--- src/rtl/sfi_pkg.sv ---
// Shared widths, types, register codes and the shape table for the spotlight unit.
// No dependencies; every module imports it.
package sfi_pkg;

  localparam int PT_W     = 16;  // Q8.8 coordinate
  localparam int E_W      = 16;  // Q1.14 direction component
  localparam int CFG_W    = 48;
  localparam int CS_W     = 16;  // Q1.14 cosine register
  localparam int EXP_W    = 5;
  localparam int D_W      = 17;
  localparam int SQ_W     = 32;
  localparam int PR_W     = 33;
  localparam int SUM_W    = 34;
  localparam int DOT_W    = 34;
  localparam int MAG_W    = 33;
  localparam int SQ_FRAC  = 16;
  localparam int LEN_W    = 25;
  localparam int RM_W     = 51;
  localparam int COS_SHIFT = 8;
  localparam int NC_W     = MAG_W + COS_SHIFT;
  localparam int CQ_W     = 17;
  localparam int C_W      = 18;
  localparam int UD_W     = 16;
  localparam int SHAPE_DEPTH = 256;
  localparam int IQ_W     = $clog2(SHAPE_DEPTH + 1);
  localparam int DVD_W    = UD_W + $clog2(SHAPE_DEPTH);
  localparam int SH_W     = 17;
  localparam int NUM_W    = 48;
  localparam int DQ_W     = 32;
  localparam int OUT_W    = 32;
  localparam int CIDX_W   = 3;

  // register count along the pipe, input beat to result strobe
  localparam int LATENCY  = 3 + LEN_W + CQ_W + (3 + IQ_W) + (2 + DQ_W);

  localparam logic [SH_W-1:0] ONE_Q16 = SH_W'(65536);

  typedef enum logic [CIDX_W-1:0] {
    CFG_LIGHT_POSITION  = 3'd0,
    CFG_LIGHT_DIRECTION = 3'd1,
    CFG_COS_CONE        = 3'd2,
    CFG_COS_OUTER       = 3'd3,
    CFG_EXPOSURE        = 3'd4,
    CFG_DECAY_CONSTANT  = 3'd5
  } cfg_idx_t;

  // geometry of one beat after the front end
  typedef struct packed {
    logic [SUM_W-1:0] sum;
    logic [MAG_W-1:0] mag;
    logic             neg;
  } geo_t;

  // cosine quotient with sign
  typedef struct packed {
    logic [SUM_W-1:0] sum;
    logic [CQ_W-1:0]  quo;
    logic             neg;
  } cos_t;

  // shaped spot value
  typedef struct packed {
    logic [SUM_W-1:0] sum;
    logic [SH_W-1:0]  sh;
  } shp_t;

  // shape table: 0.5 - 0.5cos(pi*i/DEPTH) in Q16, Taylor series in Q30
  typedef logic [SH_W-1:0] shape_rom_t [SHAPE_DEPTH+1];
  typedef longint unsigned taylor_t [8];

  localparam longint unsigned PI_Q30  = 64'd3373259426;
  localparam longint unsigned ONE_Q30 = 64'd1073741824;
  localparam taylor_t TAYLOR_DIV = '{64'd2, 64'd12, 64'd30, 64'd56,
                                     64'd90, 64'd132, 64'd182, 64'd240};

  function automatic logic [SH_W-1:0] shape_low(int unsigned i);
    longint unsigned u;
    longint unsigned u2;
    longint unsigned term;
    longint          cosv;
    longint          s;
    u    = (PI_Q30 * longint'(i) + SHAPE_DEPTH / 2) / SHAPE_DEPTH;
    u2   = (u * u) >> 30;
    term = ONE_Q30;
    cosv = longint'(ONE_Q30);
    for (int k = 0; k < 8; k++) begin
      term = ((term * u2) >> 30) / TAYLOR_DIV[k];
      if (k % 2 == 0) cosv = cosv - longint'(term);
      else            cosv = cosv + longint'(term);
    end
    s = (longint'(ONE_Q30) - cosv) / 2;
    if (s < 0) s = 0;
    return SH_W'((s + 8192) >>> 14);
  endfunction

  function automatic shape_rom_t build_shape_rom();
    shape_rom_t rom;
    for (int i = 0; i <= SHAPE_DEPTH; i++) begin
      if (2 * i <= SHAPE_DEPTH) rom[i] = shape_low(i);
      else                      rom[i] = '0;
    end
    for (int i = 0; i <= SHAPE_DEPTH; i++) begin
      if (2 * i > SHAPE_DEPTH) rom[i] = ONE_Q16 - rom[SHAPE_DEPTH - i];
    end
    return rom;
  endfunction

  localparam shape_rom_t SHAPE_ROM = build_shape_rom();

endpackage

--- src/rtl/sfi_front.sv ---
// Front end: offset from the light, squared distance and dot with the direction.
// Depends on sfi_pkg. Three register stages.
module sfi_front (
  input  logic                       clk,
  input  logic                       rst_n,
  input  logic                       in_vld,
  input  logic signed [sfi_pkg::PT_W-1:0] in_x,
  input  logic signed [sfi_pkg::PT_W-1:0] in_y,
  input  logic signed [sfi_pkg::PT_W-1:0] in_z,
  input  logic [sfi_pkg::CFG_W-1:0]  cfg_pos,
  input  logic [sfi_pkg::CFG_W-1:0]  cfg_dir,
  output logic                       out_vld,
  output sfi_pkg::geo_t              out_geo
);
  import sfi_pkg::*;

  logic signed [PT_W-1:0] pt_c  [3];
  logic signed [PT_W-1:0] pos_c [3];
  logic signed [E_W-1:0]  dir_c [3];

  logic                   vld1_r, vld2_r, vld3_r;
  logic signed [D_W-1:0]  d_r   [3];
  logic signed [D_W-1:0]  d_nxt [3];
  logic [SQ_W-1:0]        sq_r  [3];
  logic [SQ_W-1:0]        sq_nxt [3];
  logic signed [PR_W-1:0] pr_r  [3];
  logic signed [PR_W-1:0] pr_nxt [3];
  logic signed [2*D_W-1:0] sq_full [3];
  logic signed [DOT_W-1:0] dot_c;
  geo_t                   geo_r, geo_nxt;

  assign pt_c[0] = in_x;
  assign pt_c[1] = in_y;
  assign pt_c[2] = in_z;

  // unpack position and direction fields
  always_comb begin
    for (int i = 0; i < 3; i++) begin
      pos_c[i] = cfg_pos[PT_W*i +: PT_W];
      dir_c[i] = cfg_dir[E_W*i +: E_W];
    end
  end

  // stage 1: offset
  always_comb begin
    for (int i = 0; i < 3; i++) d_nxt[i] = D_W'(pt_c[i]) - D_W'(pos_c[i]);
  end

  // stage 2: squares and direction products
  always_comb begin
    for (int i = 0; i < 3; i++) begin
      sq_full[i] = d_r[i] * d_r[i];
      sq_nxt[i]  = SQ_W'($unsigned(sq_full[i]));
      pr_nxt[i]  = PR_W'(d_r[i]) * PR_W'(dir_c[i]);
    end
  end

  // stage 3: sums and dot magnitude
  always_comb begin
    dot_c = DOT_W'(pr_r[0]) + DOT_W'(pr_r[1]) + DOT_W'(pr_r[2]);
    geo_nxt.sum = SUM_W'(sq_r[0]) + SUM_W'(sq_r[1]) + SUM_W'(sq_r[2]);
    geo_nxt.neg = dot_c[DOT_W-1];
    geo_nxt.mag = dot_c[DOT_W-1] ? MAG_W'(-dot_c) : MAG_W'(dot_c);
  end

  always_ff @(posedge clk) begin
    if (!rst_n) begin
      vld1_r <= 1'b0;
      vld2_r <= 1'b0;
      vld3_r <= 1'b0;
    end else begin
      vld1_r <= in_vld;
      vld2_r <= vld1_r;
      vld3_r <= vld2_r;
    end
  end

  always_ff @(posedge clk) begin
    d_r   <= d_nxt;
    sq_r  <= sq_nxt;
    pr_r  <= pr_nxt;
    geo_r <= geo_nxt;
  end

  assign out_vld = vld3_r;
  assign out_geo = geo_r;

endmodule

--- config.mk ---
export PLATFORM = sky130hd
export DESIGN_NAME = sfi_front
export DESIGN_NICKNAME = d
export VERILOG_FILES = /design/src/rtl/sfi_pkg.sv /design/src/rtl/sfi_front.sv
export SDC_FILE = /design/constraint.sdc
export NUM_CORES = 2
export LEC_CHECK = 0
export BUFFER_PORTS_ARGS = -buffer_cell sky130_fd_sc_hd__buf_4
export CORE_MARGIN = 2
export CORE_UTILIZATION = 40
export DETAILED_ROUTE_END_ITERATION = 12
export GPL_TIMING_DRIVEN = 0
export HOLD_SLACK_MARGIN = 0.15
export PLACE_DENSITY_LB_ADDON = 0.12
export RECOVER_POWER = 50
export SLEW_MARGIN = 0
export SYNTH_ARGS = -nofsm -noshare
export SYNTH_HDL_FRONTEND = slang
export SYNTH_SLANG_ARGS = --single-unit
--- constraint.sdc ---
create_clock -name clk -period 12.9 [get_ports clk]
set_input_delay 1.29 -clock clk [delete_from_list [all_inputs] [get_ports clk]]
set_output_delay 1.29 -clock clk [all_outputs]
set_load 0.005 [all_outputs]
==> results.json <==
{
  "grt_pass1_wl_microns": 336000,
  "dp_slack_ps": 3960,
  "dr.pass1.iters": 6,
  "yosysUniqueCellTypes": 84,
  "cts_made_buffers": 44,
  "drt_iter0_markers": 3020,
  "setup_ws_ps": 4040,
  "synth-warning-count": 0,
  "ys_ff_latch": 314,
  "run_status": "finished clean",
  "max-slew-margin-rel": 0.147,
  "netlist_area_sq_mm": 0.0728,
  "slew_viol_final": 0,
  "async_flop_share": 0,
  "worstSetupStartpointType": "flip-flop",
  "cts-root-buf": "clkbuf_16",
  "placed_area_sq_mm": 0.0774,
  "start_util": 0.403,
  "setup_viol": 0,
  "period_share": 0.686,
  "dp_hpwl_microns": 182000,
  "remaining_drc_errors": 0,
  "cp.required_ps": 13390,
  "dieArea_sq_mm": 0.186,
  "synth_top_area_frac": 0.457,
  "rows": 156,
  "wl_per_cell_microns": 20.4,
  "htree_levels": 2,
  "ioPinCount": 216,
  "fin_skew_ps": 34.3,
  "synth_area_leader_cell": "fa_1",
  "core_sq_mm": 0.181,
  "hold_buffers": 0,
  "crit_type": "flip-flop to flip-flop",
  "synth-seq-area-share": 0.0863,
  "finalSetupTns_ps": 0,
  "vias": 51900,
  "cp.arrival_ps": 9350,
  "clk_latency_ps": 670,
  "fin_nets": 10500,
  "grt_overflow": 0,
  "grt_max_degree": 14,
  "rsz0062_at_grt": "false",
  "grt_usage": 0.240,
  "die_w_microns": 431,
  "io_buffers": 206,
  "die_y_microns": 431,
  "ctsResizeCount": 0,
  "cp_max_fo": 10,
  "drive_gt1_frac": 0.0403,
  "post-route-min-period_ps": 8860,
  "synth-edff-count": 0,
  "antenna_found_initial": 23,
  "ant_nets": 0,
  "cts_buffer_depth": 3,
  "cap_violations": 0,
  "clock-sinks": 314,
  "cts_tree": "built",
  "syn_avg_cell_area_sq_um": 9.37,
  "synth_area_leaders": "fa_1 46%, ha_1 11%, inv_1 10%",
  "fin_area_sq_mm": 0.0789,
  "synth_flop_cell": "dfxtp_1",
  "clkTransAtPathRegs_ps": 70,
  "max_freq_mhz": 113,
  "hold_class": "flip-flop to flip-flop",
  "drt_wl_total_microns": 214000,
  "hold_viol": 0,
  "area_growth_syn_to_layout_pct": 8.29,
  "first_global_vias": 56600,
  "setup.worst_path.end_class": "flip-flop",
  "synth_cells": 7776,
  "cts_setup_buffers": 0,
  "avgViaCountPerCell": 4.96,
  "place.gp.congestion": 0.927,
  "worst_pin_slew_ps": 1270
}
path summary, 6_finish.rpt:
path	from	end	slack (ps)	depth (start not counted)
hold reg to reg	vld2_r$_SDFF_PN0_	out_vld$_SDFF_PN0_	430	1
setup / recovery	d_r[10]$_DFF_P_	pr_r[32]$_DFF_P_	4040	21
setup reg to reg	d_r[10]$_DFF_P_	pr_r[32]$_DFF_P_	4040	21
hold / removal	vld2_r$_SDFF_PN0_	out_vld$_SDFF_PN0_	430	1
worst max-delay path, cell delays in order (launching register included):
cell,delay [ps]
dfxtp_1,660
clkbuf_1,800
clkbuf_1,760
nand2_1,180
fa_1,550
fa_1,580
fa_1,450
fa_1,550
inv_1,50
fa_1,510
fa_1,430
ha_1,340
a21o_1,250
a21o_1,200
a21o_1,180
a22o_1,270
o211ai_1,620
a21oi_1,250
nor4_1,400
o21bai_1,160
a21oi_1,190
xnor2_1,320
cell usage after synthesis (all sizes together) (32+ instances only):
cell type,count
a21o,77
a21oi,190
and2,561
and3,35
clkbuf,230
dfxtp,314
fa,1664
ha,618
inv,1988
nand2,718
nand2b,53
nand3,51
nor2,251
nor2b,67
nor3,75
o21a,46
o21ai,130
or3,32
xnor2,272
xor2,77
area by class of cell:
class	count	area, sq um
fillers	18100	102000
multi-input cells	5234	58200
inverters	1988	7460
flip-flops and latches	314	6290
well taps	2370	2970
repair buffers	207	1520
clock buffers	54	1180
plain buffers	242	918
clock inverters	28	287
diodes	33	82.6
cell usage in the layout, fill, tap and decap left out, drive strengths merged, types with 190 or more instances in the layout:
cell type,synthesis,layout
clkbuf,230,360
a21oi,190,190
and2,561,561
xnor2,272,272
fa,1664,1664
nor2,251,251
dfxtp,314,314
inv,1988,1998
ha,618,618
nand2,718,718
layer usage:
layer,GRT usage,wire (microns),part of all wire
met1,0.331,93600,0.44
met3,0.0332,12700,0.059
met4,0.0714,7310,0.034
met5,0,12,0.000056
met2,0.391,100000,0.47
cell families after synthesis:
logic type	share of synthesized area
DFF	0.0863
buffers and inverters	0.115
AOI/OAI and AO/OA	0.0629
and+or+nand+nor	0.129
xor gates and xnor gates	0.0421
other	0.0000515
muxes	0.000876
adders and majority gates	0.563
flip-flops by register name, summed over array words and instances (netlist names):
register / count
pr_r: 99
vld1_r: 1
d_r: 51
sq_r: 93
vld2_r: 1
out_geo: 68
out_vld: 1
stage by stage:
stage | hold slack (ps) | util | std cells
after global routing | 445 | 0.436 | 10500
after detailed placement | 418 | 0.428 | 10400
after CTS | 431 | 0.436 | 10400
after global placement | 418 | 0.428 | 10400
after floorplan | 395 | - | 7778
final | 431 | 0.436 | 10500
Power is left out: the tool's default activity adds up to more than one toggle a clock period on the data nets, which glitch-free logic cannot reach.
