==> src/rtl/sfi_pkg.sv <==
// Shared widths, types, register codes and the shape table for the spotlight unit.
// No dependencies; every module imports it.
package sfi_pkg;

  localparam int PT_W     = 16;  // Q8.8 coordinate
  localparam int E_W      = 16;  // Q1.14 direction component
  localparam int CFG_W    = 48;
  localparam int CS_W     = 16;  // Q1.14 cosine register
  localparam int EXP_W    = 5;
  localparam int D_W      = 17;
  localparam int SQ_W     = 32;
  localparam int PR_W     = 33;
  localparam int SUM_W    = 34;
  localparam int DOT_W    = 34;
  localparam int MAG_W    = 33;
  localparam int SQ_FRAC  = 16;
  localparam int LEN_W    = 25;
  localparam int RM_W     = 51;
  localparam int COS_SHIFT = 8;
  localparam int NC_W     = MAG_W + COS_SHIFT;
  localparam int CQ_W     = 17;
  localparam int C_W      = 18;
  localparam int UD_W     = 16;
  localparam int SHAPE_DEPTH = 256;
  localparam int IQ_W     = $clog2(SHAPE_DEPTH + 1);
  localparam int DVD_W    = UD_W + $clog2(SHAPE_DEPTH);
  localparam int SH_W     = 17;
  localparam int NUM_W    = 48;
  localparam int DQ_W     = 32;
  localparam int OUT_W    = 32;
  localparam int CIDX_W   = 3;

  // register count along the pipe, input beat to result strobe
  localparam int LATENCY  = 3 + LEN_W + CQ_W + (3 + IQ_W) + (2 + DQ_W);

  localparam logic [SH_W-1:0] ONE_Q16 = SH_W'(65536);

  typedef enum logic [CIDX_W-1:0] {
    CFG_LIGHT_POSITION  = 3'd0,
    CFG_LIGHT_DIRECTION = 3'd1,
    CFG_COS_CONE        = 3'd2,
    CFG_COS_OUTER       = 3'd3,
    CFG_EXPOSURE        = 3'd4,
    CFG_DECAY_CONSTANT  = 3'd5
  } cfg_idx_t;

  // geometry of one beat after the front end
  typedef struct packed {
    logic [SUM_W-1:0] sum;
    logic [MAG_W-1:0] mag;
    logic             neg;
  } geo_t;

  // cosine quotient with sign
  typedef struct packed {
    logic [SUM_W-1:0] sum;
    logic [CQ_W-1:0]  quo;
    logic             neg;
  } cos_t;

  // shaped spot value
  typedef struct packed {
    logic [SUM_W-1:0] sum;
    logic [SH_W-1:0]  sh;
  } shp_t;

  // shape table: 0.5 - 0.5cos(pi*i/DEPTH) in Q16, Taylor series in Q30
  typedef logic [SH_W-1:0] shape_rom_t [SHAPE_DEPTH+1];
  typedef longint unsigned taylor_t [8];

  localparam longint unsigned PI_Q30  = 64'd3373259426;
  localparam longint unsigned ONE_Q30 = 64'd1073741824;
  localparam taylor_t TAYLOR_DIV = '{64'd2, 64'd12, 64'd30, 64'd56,
                                     64'd90, 64'd132, 64'd182, 64'd240};

  function automatic logic [SH_W-1:0] shape_low(int unsigned i);
    longint unsigned u;
    longint unsigned u2;
    longint unsigned term;
    longint          cosv;
    longint          s;
    u    = (PI_Q30 * longint'(i) + SHAPE_DEPTH / 2) / SHAPE_DEPTH;
    u2   = (u * u) >> 30;
    term = ONE_Q30;
    cosv = longint'(ONE_Q30);
    for (int k = 0; k < 8; k++) begin
      term = ((term * u2) >> 30) / TAYLOR_DIV[k];
      if (k % 2 == 0) cosv = cosv - longint'(term);
      else            cosv = cosv + longint'(term);
    end
    s = (longint'(ONE_Q30) - cosv) / 2;
    if (s < 0) s = 0;
    return SH_W'((s + 8192) >>> 14);
  endfunction

  function automatic shape_rom_t build_shape_rom();
    shape_rom_t rom;
    for (int i = 0; i <= SHAPE_DEPTH; i++) begin
      if (2 * i <= SHAPE_DEPTH) rom[i] = shape_low(i);
      else                      rom[i] = '0;
    end
    for (int i = 0; i <= SHAPE_DEPTH; i++) begin
      if (2 * i > SHAPE_DEPTH) rom[i] = ONE_Q16 - rom[SHAPE_DEPTH - i];
    end
    return rom;
  endfunction

  localparam shape_rom_t SHAPE_ROM = build_shape_rom();

endpackage

==> src/rtl/sfi_cdiv.sv <==
// Pipelined divider for the angle cosine: |dot| * 2^8 / |d|, one quotient bit per stage.
// Depends on sfi_pkg. CQ_W register stages.
module sfi_cdiv (
  input  logic                      clk,
  input  logic                      rst_n,
  input  logic                      in_vld,
  input  sfi_pkg::geo_t             in_geo,
  input  logic [sfi_pkg::LEN_W-1:0] in_len,
  output logic                      out_vld,
  output sfi_pkg::cos_t             out_cos
);
  import sfi_pkg::*;

  logic             vld_r [CQ_W];
  geo_t             geo_r [CQ_W];
  logic [LEN_W-1:0] len_r [CQ_W];
  logic [LEN_W-1:0] rem_r [CQ_W];
  logic [CQ_W-1:0]  quo_r [CQ_W];

  for (genvar s = 0; s < CQ_W; s++) begin : g_stg
    localparam int I = CQ_W - 1 - s;
    logic             vld_in;
    geo_t             geo_in;
    logic [LEN_W-1:0] len_in, rem_in, rem_nxt;
    logic [CQ_W-1:0]  quo_in, quo_nxt;
    logic [NC_W-1:0]  dvd;
    logic [LEN_W:0]   r2;

    if (s == 0) begin : g_head
      assign vld_in = in_vld;
      assign geo_in = in_geo;
      assign len_in = in_len;
      assign rem_in = LEN_W'(NC_W'({in_geo.mag, {COS_SHIFT{1'b0}}}) >> CQ_W);
      assign quo_in = '0;
    end else begin : g_body
      assign vld_in = vld_r[s-1];
      assign geo_in = geo_r[s-1];
      assign len_in = len_r[s-1];
      assign rem_in = rem_r[s-1];
      assign quo_in = quo_r[s-1];
    end

    assign dvd = {geo_in.mag, {COS_SHIFT{1'b0}}};
    assign r2  = {rem_in, dvd[I]};

    // restoring step
    always_comb begin
      if (r2 >= {1'b0, len_in}) begin
        rem_nxt = LEN_W'(r2 - {1'b0, len_in});
        quo_nxt = quo_in | (CQ_W'(1) << I);
      end else begin
        rem_nxt = LEN_W'(r2);
        quo_nxt = quo_in;
      end
    end

    always_ff @(posedge clk) begin
      if (!rst_n) vld_r[s] <= 1'b0;
      else        vld_r[s] <= vld_in;
    end

    always_ff @(posedge clk) begin
      geo_r[s] <= geo_in;
      len_r[s] <= len_in;
      rem_r[s] <= rem_nxt;
      quo_r[s] <= quo_nxt;
    end
  end

  assign out_vld     = vld_r[CQ_W-1];
  assign out_cos.sum = geo_r[CQ_W-1].sum;
  assign out_cos.neg = geo_r[CQ_W-1].neg;
  assign out_cos.quo = quo_r[CQ_W-1];

endmodule

==> config.mk <==
export PLATFORM = sky130hd
export DESIGN_NAME = sfi_cdiv
export DESIGN_NICKNAME = d
export VERILOG_FILES = /design/src/rtl/sfi_pkg.sv /design/src/rtl/sfi_cdiv.sv
export SDC_FILE = /design/constraint.sdc
export NUM_CORES = 2
export LEC_CHECK = 0
export BUFFER_PORTS_ARGS = -buffer_cell sky130_fd_sc_hd__buf_2
export CAP_MARGIN = 20
export CORE_AREA = 2 2 344 346
export DETAILED_ROUTE_END_ITERATION = 6
export DIE_AREA = 0 0 346 348
export PLACE_DENSITY = 0.69
export SLEW_MARGIN = 20
export SYNTH_ARGS = -nofsm -noshare
export SYNTH_HDL_FRONTEND = slang
export SYNTH_SLANG_ARGS = --single-unit
==> constraint.sdc <==
create_clock -name clk -period 7.2 [get_ports clk]
set_clock_uncertainty 0.2 [all_clocks]
set_input_delay 0 -clock clk [delete_from_list [all_inputs] [get_ports clk]]
set_output_delay 0 -clock clk [all_outputs]
set_load 0.005 [all_outputs]
==> results_dict.tcl <==
set metrics [dict create \
    seqCellArea_sq_mm 0.0321 \
    yosys-top-cells-area "dfxtp_1, ha_1, mux2_2, inv_1, a21oi_1" \
    synth_top_cell_by_area "dfxtp_1" \
    crit_type "in -> reg" \
    final.setup.tns_ps 0 \
    synth_simple_gate_area_share 0.0832 \
    status "completed" \
    synth_mux_area_frac 0.0428 \
    ys_seq_area_frac 0.551 \
    rows 126 \
    port-buffer-count 148 \
    initial_utilization 0.497 \
    multi_input_area_sq_mm 0.0236 \
    r2r_slack_ps 2890 \
    synth_compound_area_frac 0.137 \
    synth_fa_ha_area_frac 0.0968 \
    layout.nets 6427 \
    cp.arrival_ps 5600 \
    p_per_area_mw_per_mm2 484 \
    slowest_stage "a311oi_1" \
    clk_latency_ps 770 \
    grt_pass1_vias 38601 \
    final_common_cell "dfxtp_1" \
    clk_pin_slew_ps 60 \
    setup_viol 0 \
    synthDistinctLibCells 85 \
    post_drt_wl_per_cell_um 15.2 \
    slew_headroom 0.303 \
    dieWidth_um 346 \
    r2r_end "rem_r[0][223]" \
    synthCells 5433 \
    rr_startpoint "geo_r[7][1]" \
    grt_pass1_wl_mm 188 \
    clock_path_buffers 3 \
    reg2reg_depth 15 \
    crit_path_end_kind "flip-flop" \
    num_vias 38346 \
    ir_drop_mv 0.285 \
    synth-xor-area-share 0.0455 \
    async_reset_ff_frac 0 \
    synth.avg_cell_area_sq_um 10.7 \
    synth_edf_count 0 \
    max_cap_viol_count 0 \
    intPower_uw 22000 \
    gp_congestion 0.915 \
    gr-usage-met1 0.216 \
    rsz0062_at_grt "false" \
    sw_frac_of_total 0.336 \
    crit_chain "dlygate4sd3_1, buf_2, dlygate4sd3_1, ha_1, nor2b_1, o31a_1, o311ai_0, a21boi_1, a311oi_1, o31ai_1, o22ai_4, buf_4, nand2_1, dlygate4sd3_1, o31ai_1, dlygate4sd3_1" \
    required_ps 7700 \
    synth-seq-cells 1601 \
    critPathMaxStageDelay_ps 600 \
    final_layout_size_suffix_gt1_frac 0.115 \
    viasPerCell 5.08 \
    drcViolationCount 0 \
    grt_max_degree 43 \
    hold-worst-slack_ps 111 \
    fmax_mhz 196 \
    path_common_cell "dlygate4sd3_1" \
    tightest_slew_ps 1040 \
    hpwlAfterDp_mm 84.5 \
    clock-sinks 1601 \
    start_kind "primary input" \
    fin_crit_ps 5100 \
    grt_use_total 0.188 \
    die_h_um 348 \
    synthToLayoutAreaGrowth_pct 17.7 \
    finalWirelength_mm 115 \
    post_cts_resized 0 \
    p_clk_frac 0.259 \
    root_buffer "clkbuf_16" \
    whs_endpoint "geo_r[16][45]" \
    met2_usage 0.344 \
    p_seq_frac 0.356 \
    htree_levels 4 \
    grt.busiest_layer "met2" \
    antenna_found_initial 3 \
    power_frac_comb 0.385 \
    p_sw_uw 11100 \
    drv_slew 0 \
    cellLeakagePower_uw 0.0313 \
    drtPass1Iterations 7 \
    boundaryPins 149 \
    hold_viol_final 0 \
    core_area_sq_mm 0.117 \
    cts_tree "built" \
    fill_cells 9668 \
    synth.cell_area_sq_mm 0.0581 \
    synth_top_area_frac 0.551 \
    min-delay-start "geo_r[15][45]" \
    die_area_sq_mm 0.120 \
    grt-ovfl-total 0 \
    ys.flop_type "dfxtp_1" \
    fin_crit_sh 0.708 \
    final_cell_mix "dfxtp_1, inv_1, ha_1" \
    hold_depth 0 \
    cts_buffers 160 \
    worstPathMaxFanout 41 \
    synthesis.nets 5969 \
    final_antenna_net_count 0 \
    ys.warnings.count 0 \
    synth_top_family_by_area "compound AO/OA/AOI/OAI gates" \
    hold_path_class "reg -> reg" \
    use_met3 0.0339 \
    drtIter0Drc 1713 \
]
## worst max-delay path by stage
| stage | start | endpoint | slack (ps) | depth (start not counted) |
|---|---|---|---|---|
| floorplan | geo_r[5][3] | rem_r[0][167] | 3640 | 14 |
| global placement | rem_r[0][250] | rem_r[0][280] | 2890 | 11 |
| detailed placement | len_r[0][250] | rem_r[0][280] | 2850 | 10 |
| CTS | in_len[0] | rem_r[0][3] | 2350 | 16 |
| global route | in_len[0] | rem_r[0][3] | 1920 | 16 |
| finish | in_len[0] | rem_r[0][3] | 2100 | 16 |
## layout make-up
class | instances | share of cell area
multi-input combinational | 3185 | 0.345
tap | 1536 | 0.0281
antenna | 3 | 0.000110
inverter | 552 | 0.0303
clock inverter | 71 | 0.0159
sequential | 1601 | 0.469
clock buffer | 215 | 0.0660
timing repair buffer | 391 | 0.0459
## cells by family (layout without fill, tap and decap cells)
group | after synthesis | in the layout
mux | 222 | 222
compound gates | 1224 | 1224
other cells | 0 | 3
flops | 1601 | 1601
xor+xnor | 302 | 302
simple gates | 997 | 997
fa+ha+maj | 440 | 440
buf+inv | 647 | 1229
## stage by stage
step                      setup slack [ps]  total power, uW  instances  instance area, sq um   util
after floorplan                       3640            21600       5433                 58100      -
after global placement                2890            24200       7036                 60500  0.517
after detailed placement              2850            24400       7036                 60500  0.517
after CTS                             2350            33300       7551                 68400  0.585
after global routing                  1920            35200       7554                 68400  0.585
final                                 2100            33100       7554                 68400  0.585
## registers in the layout (all words and copies together), names as in the netlist
name / flops
geo_r: 631
vld_r: 17
quo_r: 153
len_r: 400
rem_r: 400
## metal layers
layer	share of wire	routed length [um]
met4	0.032	3650
met3	0.037	4220
met1	0.43	49700
met5	0	0
met2	0.50	57000
## timing repair
| item | 4_1_cts | 5_1_grt |
|---|---|---|
| buffers inserted | 0 | 0 |
| hold endpoints to repair | 111 | 0 |
| hold buffers | 229 | 0 |
## cells in the mapped netlist (all sizes together), types with 42 or more instances
cell type,instances
clkbuf,60
nor2b,45
nand2,255
ha,424
o21a,76
a21o,199
nor3,60
xnor2,197
inv,552
dfxtp,1601
xor2,105
nand4,58
mux2,211
and3,46
o21ai,215
nor2,292
o31ai,42
nand3,67
a21oi,383
## power by group through the flow
stage / Combinational, uW / Clock (uW) / Sequential, uW
floorplan: 10100 / 0 / 11600
detailed placement: 12400 / 0 / 12000
global placement: 12200 / 0 / 11900
finish: 12700 / 8570 / 11800
global route: 14100 / 9170 / 11900
CTS: 12700 / 8810 / 11800
## worst max-delay path: cells and delay by family
kind / cells / cell delay, ps
fa+ha+maj: 1 / 190
compound gates: 7 / 2410
simple gates: 2 / 210
buf+inv: 6 / 2770
Power figures use the tool's default switching activity.
