**src/rtl/sfi_pkg.sv**
```systemverilog
// Shared widths, types, register codes and the shape table for the spotlight unit.
// No dependencies; every module imports it.
package sfi_pkg;

  localparam int PT_W     = 16;  // Q8.8 coordinate
  localparam int E_W      = 16;  // Q1.14 direction component
  localparam int CFG_W    = 48;
  localparam int CS_W     = 16;  // Q1.14 cosine register
  localparam int EXP_W    = 5;
  localparam int D_W      = 17;
  localparam int SQ_W     = 32;
  localparam int PR_W     = 33;
  localparam int SUM_W    = 34;
  localparam int DOT_W    = 34;
  localparam int MAG_W    = 33;
  localparam int SQ_FRAC  = 16;
  localparam int LEN_W    = 25;
  localparam int RM_W     = 51;
  localparam int COS_SHIFT = 8;
  localparam int NC_W     = MAG_W + COS_SHIFT;
  localparam int CQ_W     = 17;
  localparam int C_W      = 18;
  localparam int UD_W     = 16;
  localparam int SHAPE_DEPTH = 256;
  localparam int IQ_W     = $clog2(SHAPE_DEPTH + 1);
  localparam int DVD_W    = UD_W + $clog2(SHAPE_DEPTH);
  localparam int SH_W     = 17;
  localparam int NUM_W    = 48;
  localparam int DQ_W     = 32;
  localparam int OUT_W    = 32;
  localparam int CIDX_W   = 3;

  // register count along the pipe, input beat to result strobe
  localparam int LATENCY  = 3 + LEN_W + CQ_W + (3 + IQ_W) + (2 + DQ_W);

  localparam logic [SH_W-1:0] ONE_Q16 = SH_W'(65536);

  typedef enum logic [CIDX_W-1:0] {
    CFG_LIGHT_POSITION  = 3'd0,
    CFG_LIGHT_DIRECTION = 3'd1,
    CFG_COS_CONE        = 3'd2,
    CFG_COS_OUTER       = 3'd3,
    CFG_EXPOSURE        = 3'd4,
    CFG_DECAY_CONSTANT  = 3'd5
  } cfg_idx_t;

  // geometry of one beat after the front end
  typedef struct packed {
    logic [SUM_W-1:0] sum;
    logic [MAG_W-1:0] mag;
    logic             neg;
  } geo_t;

  // cosine quotient with sign
  typedef struct packed {
    logic [SUM_W-1:0] sum;
    logic [CQ_W-1:0]  quo;
    logic             neg;
  } cos_t;

  // shaped spot value
  typedef struct packed {
    logic [SUM_W-1:0] sum;
    logic [SH_W-1:0]  sh;
  } shp_t;

  // shape table: 0.5 - 0.5cos(pi*i/DEPTH) in Q16, Taylor series in Q30
  typedef logic [SH_W-1:0] shape_rom_t [SHAPE_DEPTH+1];
  typedef longint unsigned taylor_t [8];

  localparam longint unsigned PI_Q30  = 64'd3373259426;
  localparam longint unsigned ONE_Q30 = 64'd1073741824;
  localparam taylor_t TAYLOR_DIV = '{64'd2, 64'd12, 64'd30, 64'd56,
                                     64'd90, 64'd132, 64'd182, 64'd240};

  function automatic logic [SH_W-1:0] shape_low(int unsigned i);
    longint unsigned u;
    longint unsigned u2;
    longint unsigned term;
    longint          cosv;
    longint          s;
    u    = (PI_Q30 * longint'(i) + SHAPE_DEPTH / 2) / SHAPE_DEPTH;
    u2   = (u * u) >> 30;
    term = ONE_Q30;
    cosv = longint'(ONE_Q30);
    for (int k = 0; k < 8; k++) begin
      term = ((term * u2) >> 30) / TAYLOR_DIV[k];
      if (k % 2 == 0) cosv = cosv - longint'(term);
      else            cosv = cosv + longint'(term);
    end
    s = (longint'(ONE_Q30) - cosv) / 2;
    if (s < 0) s = 0;
    return SH_W'((s + 8192) >>> 14);
  endfunction

  function automatic shape_rom_t build_shape_rom();
    shape_rom_t rom;
    for (int i = 0; i <= SHAPE_DEPTH; i++) begin
      if (2 * i <= SHAPE_DEPTH) rom[i] = shape_low(i);
      else                      rom[i] = '0;
    end
    for (int i = 0; i <= SHAPE_DEPTH; i++) begin
      if (2 * i > SHAPE_DEPTH) rom[i] = ONE_Q16 - rom[SHAPE_DEPTH - i];
    end
    return rom;
  endfunction

  localparam shape_rom_t SHAPE_ROM = build_shape_rom();

endpackage

```
**src/rtl/sfi_sqrt.sv**
```systemverilog
// Pipelined square root of the squared distance, one result bit per stage.
// Depends on sfi_pkg. LEN_W register stages.
module sfi_sqrt (
  input  logic                      clk,
  input  logic                      rst_n,
  input  logic                      in_vld,
  input  sfi_pkg::geo_t             in_geo,
  output logic                      out_vld,
  output sfi_pkg::geo_t             out_geo,
  output logic [sfi_pkg::LEN_W-1:0] out_len
);
  import sfi_pkg::*;

  logic             vld_r  [LEN_W];
  geo_t             geo_r  [LEN_W];
  logic [RM_W-1:0]  rem_r  [LEN_W];
  logic [LEN_W-1:0] root_r [LEN_W];

  for (genvar s = 0; s < LEN_W; s++) begin : g_stg
    localparam int B = LEN_W - 1 - s;
    logic             vld_in;
    geo_t             geo_in;
    logic [RM_W-1:0]  rem_in, test, rem_nxt;
    logic [LEN_W-1:0] root_in, root_nxt;

    if (s == 0) begin : g_head
      assign vld_in  = in_vld;
      assign geo_in  = in_geo;
      assign rem_in  = RM_W'({in_geo.sum, {SQ_FRAC{1'b0}}});
      assign root_in = '0;
    end else begin : g_body
      assign vld_in  = vld_r[s-1];
      assign geo_in  = geo_r[s-1];
      assign rem_in  = rem_r[s-1];
      assign root_in = root_r[s-1];
    end

    // (r + 2^B)^2 - r^2 = r*2^(B+1) + 2^(2B)
    assign test = (RM_W'(root_in) << (B + 1)) + (RM_W'(1) << (2 * B));

    always_comb begin
      if (rem_in >= test) begin
        rem_nxt  = rem_in - test;
        root_nxt = root_in | (LEN_W'(1) << B);
      end else begin
        rem_nxt  = rem_in;
        root_nxt = root_in;
      end
    end

    always_ff @(posedge clk) begin
      if (!rst_n) vld_r[s] <= 1'b0;
      else        vld_r[s] <= vld_in;
    end

    always_ff @(posedge clk) begin
      geo_r[s]  <= geo_in;
      rem_r[s]  <= rem_nxt;
      root_r[s] <= root_nxt;
    end
  end

  assign out_vld = vld_r[LEN_W-1];
  assign out_geo = geo_r[LEN_W-1];
  assign out_len = root_r[LEN_W-1];

endmodule

```
**config.mk**
```make
export PLATFORM = sky130hd
export DESIGN_NAME = sfi_sqrt
export DESIGN_NICKNAME = d
export VERILOG_FILES = /design/src/rtl/sfi_pkg.sv /design/src/rtl/sfi_sqrt.sv
export SDC_FILE = /design/constraint.sdc
export NUM_CORES = 2
export LEC_CHECK = 0
export ABC_AREA = 1
export BUFFER_PORTS_ARGS = -buffer_cell sky130_fd_sc_hd__buf_2
export CORE_ASPECT_RATIO = 1.25
export CORE_MARGIN = 2
export CORE_UTILIZATION = 50
export CTS_CLUSTER_DIAMETER = 60
export CTS_CLUSTER_SIZE = 10
export DETAILED_ROUTE_END_ITERATION = 10
export PLACE_DENSITY = 0.66
export SYNTH_ARGS = -nofsm -noshare
export SYNTH_HDL_FRONTEND = slang
export SYNTH_SLANG_ARGS = --single-unit
```
**constraint.sdc**
```tcl
create_clock -name clk -period 2.7 [get_ports clk]
set_clock_uncertainty 0.05 [all_clocks]
set_input_delay 0.135 -clock clk [delete_from_list [all_inputs] [get_ports clk]]
set_output_delay 0.135 -clock clk [all_outputs]
set_load 0.01 [all_outputs]
```
==> results.md <==
| Group | Result | Value |
|---|---|---|
| route | 1st-iter DRT viols | 3585 |
| outcome | Result of the run | completed |
| power and ir drop | Highest ir drop seen on vdd | 0.715 mV |
| timing | Sum of negative setup slack | 0 ps |
| placement | Port Buffers | 164 |
| clock tree | Clock buffers created by TritonCTS | 328 |
| synthesis | Synthesized instance count | 10.3k |
| synthesis | Number of enable flip-flop cells after synthesis | 0 |
| floorplan | Die ar. | 184000 µm² |
| synthesis | Most frequent cell after synthesis | sky130_fd_sc_hd__dfxtp_1 |
| cells and area | Synthesis-to-layout area growth | 17.8% |
| worst setup path | Endpoint kind of the worst setup timing path | flip-flop |
| job | Count of maximum capacitance violations | 0 |
| global routing | Vias in the first global route | 69.9k |
| clock tree | Clock tree from TritonCTS | built |
| synthesis | Synthesized flop and latch total | 2667 |
| placement | Routability cong. | 1.02 |
| global routing | Pin count of the biggest net entering global routing | 45 |
| synthesis | Top FF cell, synth | sky130_fd_sc_hd__dfxtp_1 |
| placement | Area post-placement | 96000 µm² |
| synthesis | Synth area leaders | sky130_fd_sc_hd__dfxtp_1 59%, sky130_fd_sc_hd__nand2_1 11%, sky130_fd_sc_hd__inv_1 5.9%, sky130_fd_sc_hd__ha_1 4.6%, sky130_fd_sc_hd__nor2_1 3.5% |
| route | DRC | 0 |
| synthesis | Most numerous cell types in the synthesized netlist | 2667 x sky130_fd_sc_hd__dfxtp_1, 2611 x sky130_fd_sc_hd__nand2_1, 1418 x sky130_fd_sc_hd__inv_1 |
| global routing | All-layer global routing usage | 28.1% |
| route | Remaining antenna violation count after routing | 0 |
| placement | Worst Setup Slack post-DPL | -403 ps |
| worst setup path | Critical Path RT | 3430 ps |
| global routing | Aggregate global routing overflow | 0 |
| hold path | Worst min-delay path category | in -> reg |
| floorplan | Core region area | 180000 µm² |
| power and ir drop | Leakage power figure | 0.0516 µW |
| synthesis | Post-synthesis area per instance | 8.81 µm² |
| floorplan | Horizontal extent of the die | 384 µm |
| route | First-pass iteration count of the detailed router | 8 |
| floorplan | Cell row count | 174 |
| cells and area | Post-layout util | 59.3% |
| placement | HPWL after DPL | 202 mm |
| synthesis | Number of nets produced by synthesis | 10.7k |
| timing | Final hold violation count | 0 |
| timing | Count of final max-slew check failures | 0 |
| power and ir drop | PD cells | 1090 nW/µm² |
| synthesis | Synth async-reset ratio | 0% |
| timing | Final worst path period share | 96.4% |
| clock tree | CTS root buf | sky130_fd_sc_hd__clkbuf_16 |
| synthesis | Post-synthesis cell type with the largest combined area | sky130_fd_sc_hd__dfxtp_1 |
| timing | Minimum clock period | 2600 ps |
| timing | Setup slack of the critical path after layout | 96.9 ps |
| timing | Peak Freq | 384 MHz |
| synthesis | Yosys warning total | 0 |
| synthesis | Count of different cell masters after synthesis | 67 |
| cells and area | Area of all placed cells without fillers | 106000 µm² |
| synthesis | Fraction of post-synthesis cell area in the top cell type by area | 59.1% |
| worst setup path | Critical Path Start Type | flip-flop |
| timing | Total of endpoints with negative setup slack in the final report | 0 |
| cells and area | Filler cells | 15.6k |
| worst setup path | Path type of the worst setup path | reg -> reg |
| synthesis | Cell area after technology mapping | 90400 µm² |
| cells and area | Fraction of final layout cells sized beyond drive strength 1 | 9.17% |
| worst setup path | Maximum net fanout on the critical path | 5 |
| global routing | Global-route wire length before repair | 391 mm |
| route | Routed vias/inst | 4.96 |
| clock tree | CTS clock-pin slew for the worst setup and hold paths | 50 ps |
| clock tree | H-tree lvl count | 5 |
| clock tree | Latest clock arrival within the worst-skew pair | 950 ps |
| route | Routed len/inst | 19.4 µm |
| synthesis | Fraction of the yosys area taken by sequential cells | 59.1% |
| clock tree | Total clock sinks | 2667 |
| floorplan | IO Count | 165 |
| clock tree | Maximum buffer depth of the clock tree | 4 |
| cells and area | Final layout net count | 11.5k |
| global routing | Number of antenna violations at the first check in global routing | 8 |
| timing | Smallest hold slack | 177 ps |
| floorplan | Effective utilization at floorplan | 50.3% |
| route | Via count | 67.2k |
| floorplan | Vertical die dimension | 479 µm |
| timing | Least-Margin Pin Slew | 939 ps |
| worst setup path | Reg-to-reg setup timing slack | 100 ps |
| timing | Worst rel slew slack | 36.7% |
| route | Final wirelength | 262 mm |
| worst setup path | Arrival time worst endpoint | 3330 ps |
registers in the layout, summed over array words and instances (netlist names):
name and count:
root_r 325, rem_r 617, geo_r 1700, vld_r 25
worst max-delay path: stages (launching register included):
cell and delay [ps]:
sky130_fd_sc_hd__dfxtp_1 370, sky130_fd_sc_hd__ha_1 280, sky130_fd_sc_hd__fa_1 420, sky130_fd_sc_hd__nand3_1 110
sky130_fd_sc_hd__nand2_1 140, sky130_fd_sc_hd__nand2_1 90, sky130_fd_sc_hd__nand2_1 120, sky130_fd_sc_hd__nand3_1 100
sky130_fd_sc_hd__nand2_1 350, sky130_fd_sc_hd__nand2_1 210, sky130_fd_sc_hd__nand2_1 60, sky130_fd_sc_hd__nand2_1 60
sky130_fd_sc_hd__a21oi_1 50
cell families (layout without fill, tap and decap cells):
kind of cell             after synthesis  after routing  share of synthesized area [%]
adder cells (fa/ha/maj)              338            338                           4.74
other                                  1             16                        0.00415
AO/OA/AOI/OAI                        913            914                           5.49
XOR/XNOR                             301            301                           2.92
AND/OR/NAND/NOR                     4518           4522                           21.1
buffers and inverters               1516           2419                           6.61
flip-flops                          2667           2667                           59.1
layer usage:
layer  global-route usage, %  part of all wire (%)  wire, µm  vias up
met5                       0                     0         0        -
met4                    23.4                   9.3     24300        0
met3                    3.81                   3.2      8470      822
met2                    54.5                    54    141000     1579
met1                    25.3                    34     88100    30900
li1                        -                     -         -    33800
power breakdown:
group / internal [µW] / total [µW] / switching (µW) / leakage [µW]
Clock: 22300 / 37400 / 15100 / 0.00433
Sequential: 45400 / 50700 / 5250 / 0.0224
Combinational: 10000 / 28400 / 18400 / 0.0249
Total: 77700 / 117000 / 38800 / 0.0516
metrics by stage:
| step | cells | total power, µW |
|---|---|---|
| 2_1_floorplan | 10300 | 67700 |
| 3_3_place_gp | 13000 | 79300 |
| 3_5_place_dp | 13000 | 79400 |
| 4_1_cts | 13500 | 117000 |
| 5_1_grt | 13600 | 123000 |
| 6_report | 13600 | 117000 |
final timing paths:
path	startpoint	end	cells past startpoint
worst max-delay path	rem_r[22][4]	rem_r[23][50]	12
worst min-delay path	rst_n	vld_r[1][8]	4
worst max register to register	rem_r[22][4]	rem_r[23][50]	12
worst min register to register	geo_r[0][668]	geo_r[0][736]	0
layout by cell type (no fill, tap or decap), types with 23 or more instances in the layout:
master,instances
sky130_fd_sc_hd__nor3_1,147
sky130_fd_sc_hd__xor2_1,116
sky130_fd_sc_hd__ha_1,331
sky130_fd_sc_hd__nand2_1,2602
sky130_fd_sc_hd__nor4_1,56
sky130_fd_sc_hd__buf_4,281
sky130_fd_sc_hd__nand2_2,25
sky130_fd_sc_hd__nand3_1,484
sky130_fd_sc_hd__a21oi_1,436
sky130_fd_sc_hd__clkbuf_16,330
sky130_fd_sc_hd__xnor2_1,185
sky130_fd_sc_hd__nor2_2,23
sky130_fd_sc_hd__o21ai_1,66
sky130_fd_sc_hd__dfxtp_1,2665
sky130_fd_sc_hd__inv_1,1417
sky130_fd_sc_hd__nand3b_1,61
sky130_fd_sc_hd__dlygate4sd3_1,140
sky130_fd_sc_hd__buf_2,164
sky130_fd_sc_hd__o21ai_0,281
sky130_fd_sc_hd__nor2_1,846
sky130_fd_sc_hd__a21oi_2,39
sky130_fd_sc_hd__nand4_1,174
timing repair:
| item | 4_1_cts | 5_1_grt |
|---|---|---|
| pin swaps | 1 | 5 |
| hold buffers | 140 | 0 |
| resized for setup | 9 | 36 |
| cloned | 1 | 4 |
| endpoints found under the hold margin | 96 | 0 |
| endpoints found under the setup margin | 56 | 110 |
| buffers inserted | 0 | 2 |
area by class of cell:
class | count | area [µm²] | area share, %
flip-flops and latches | 2667 | 53400 | 50.2
multi-input cells | 6076 | 31200 | 29.3
clock buffers | 349 | 8430 | 7.92
inverters | 1438 | 5400 | 5.07
repair buffers | 600 | 4620 | 4.34
well taps | 2376 | 2970 | 2.79
clock inverters | 32 | 389 | 0.366
diodes | 15 | 37.5 | 0.0353
Note: power is estimated with default switching activity, not from simulation.
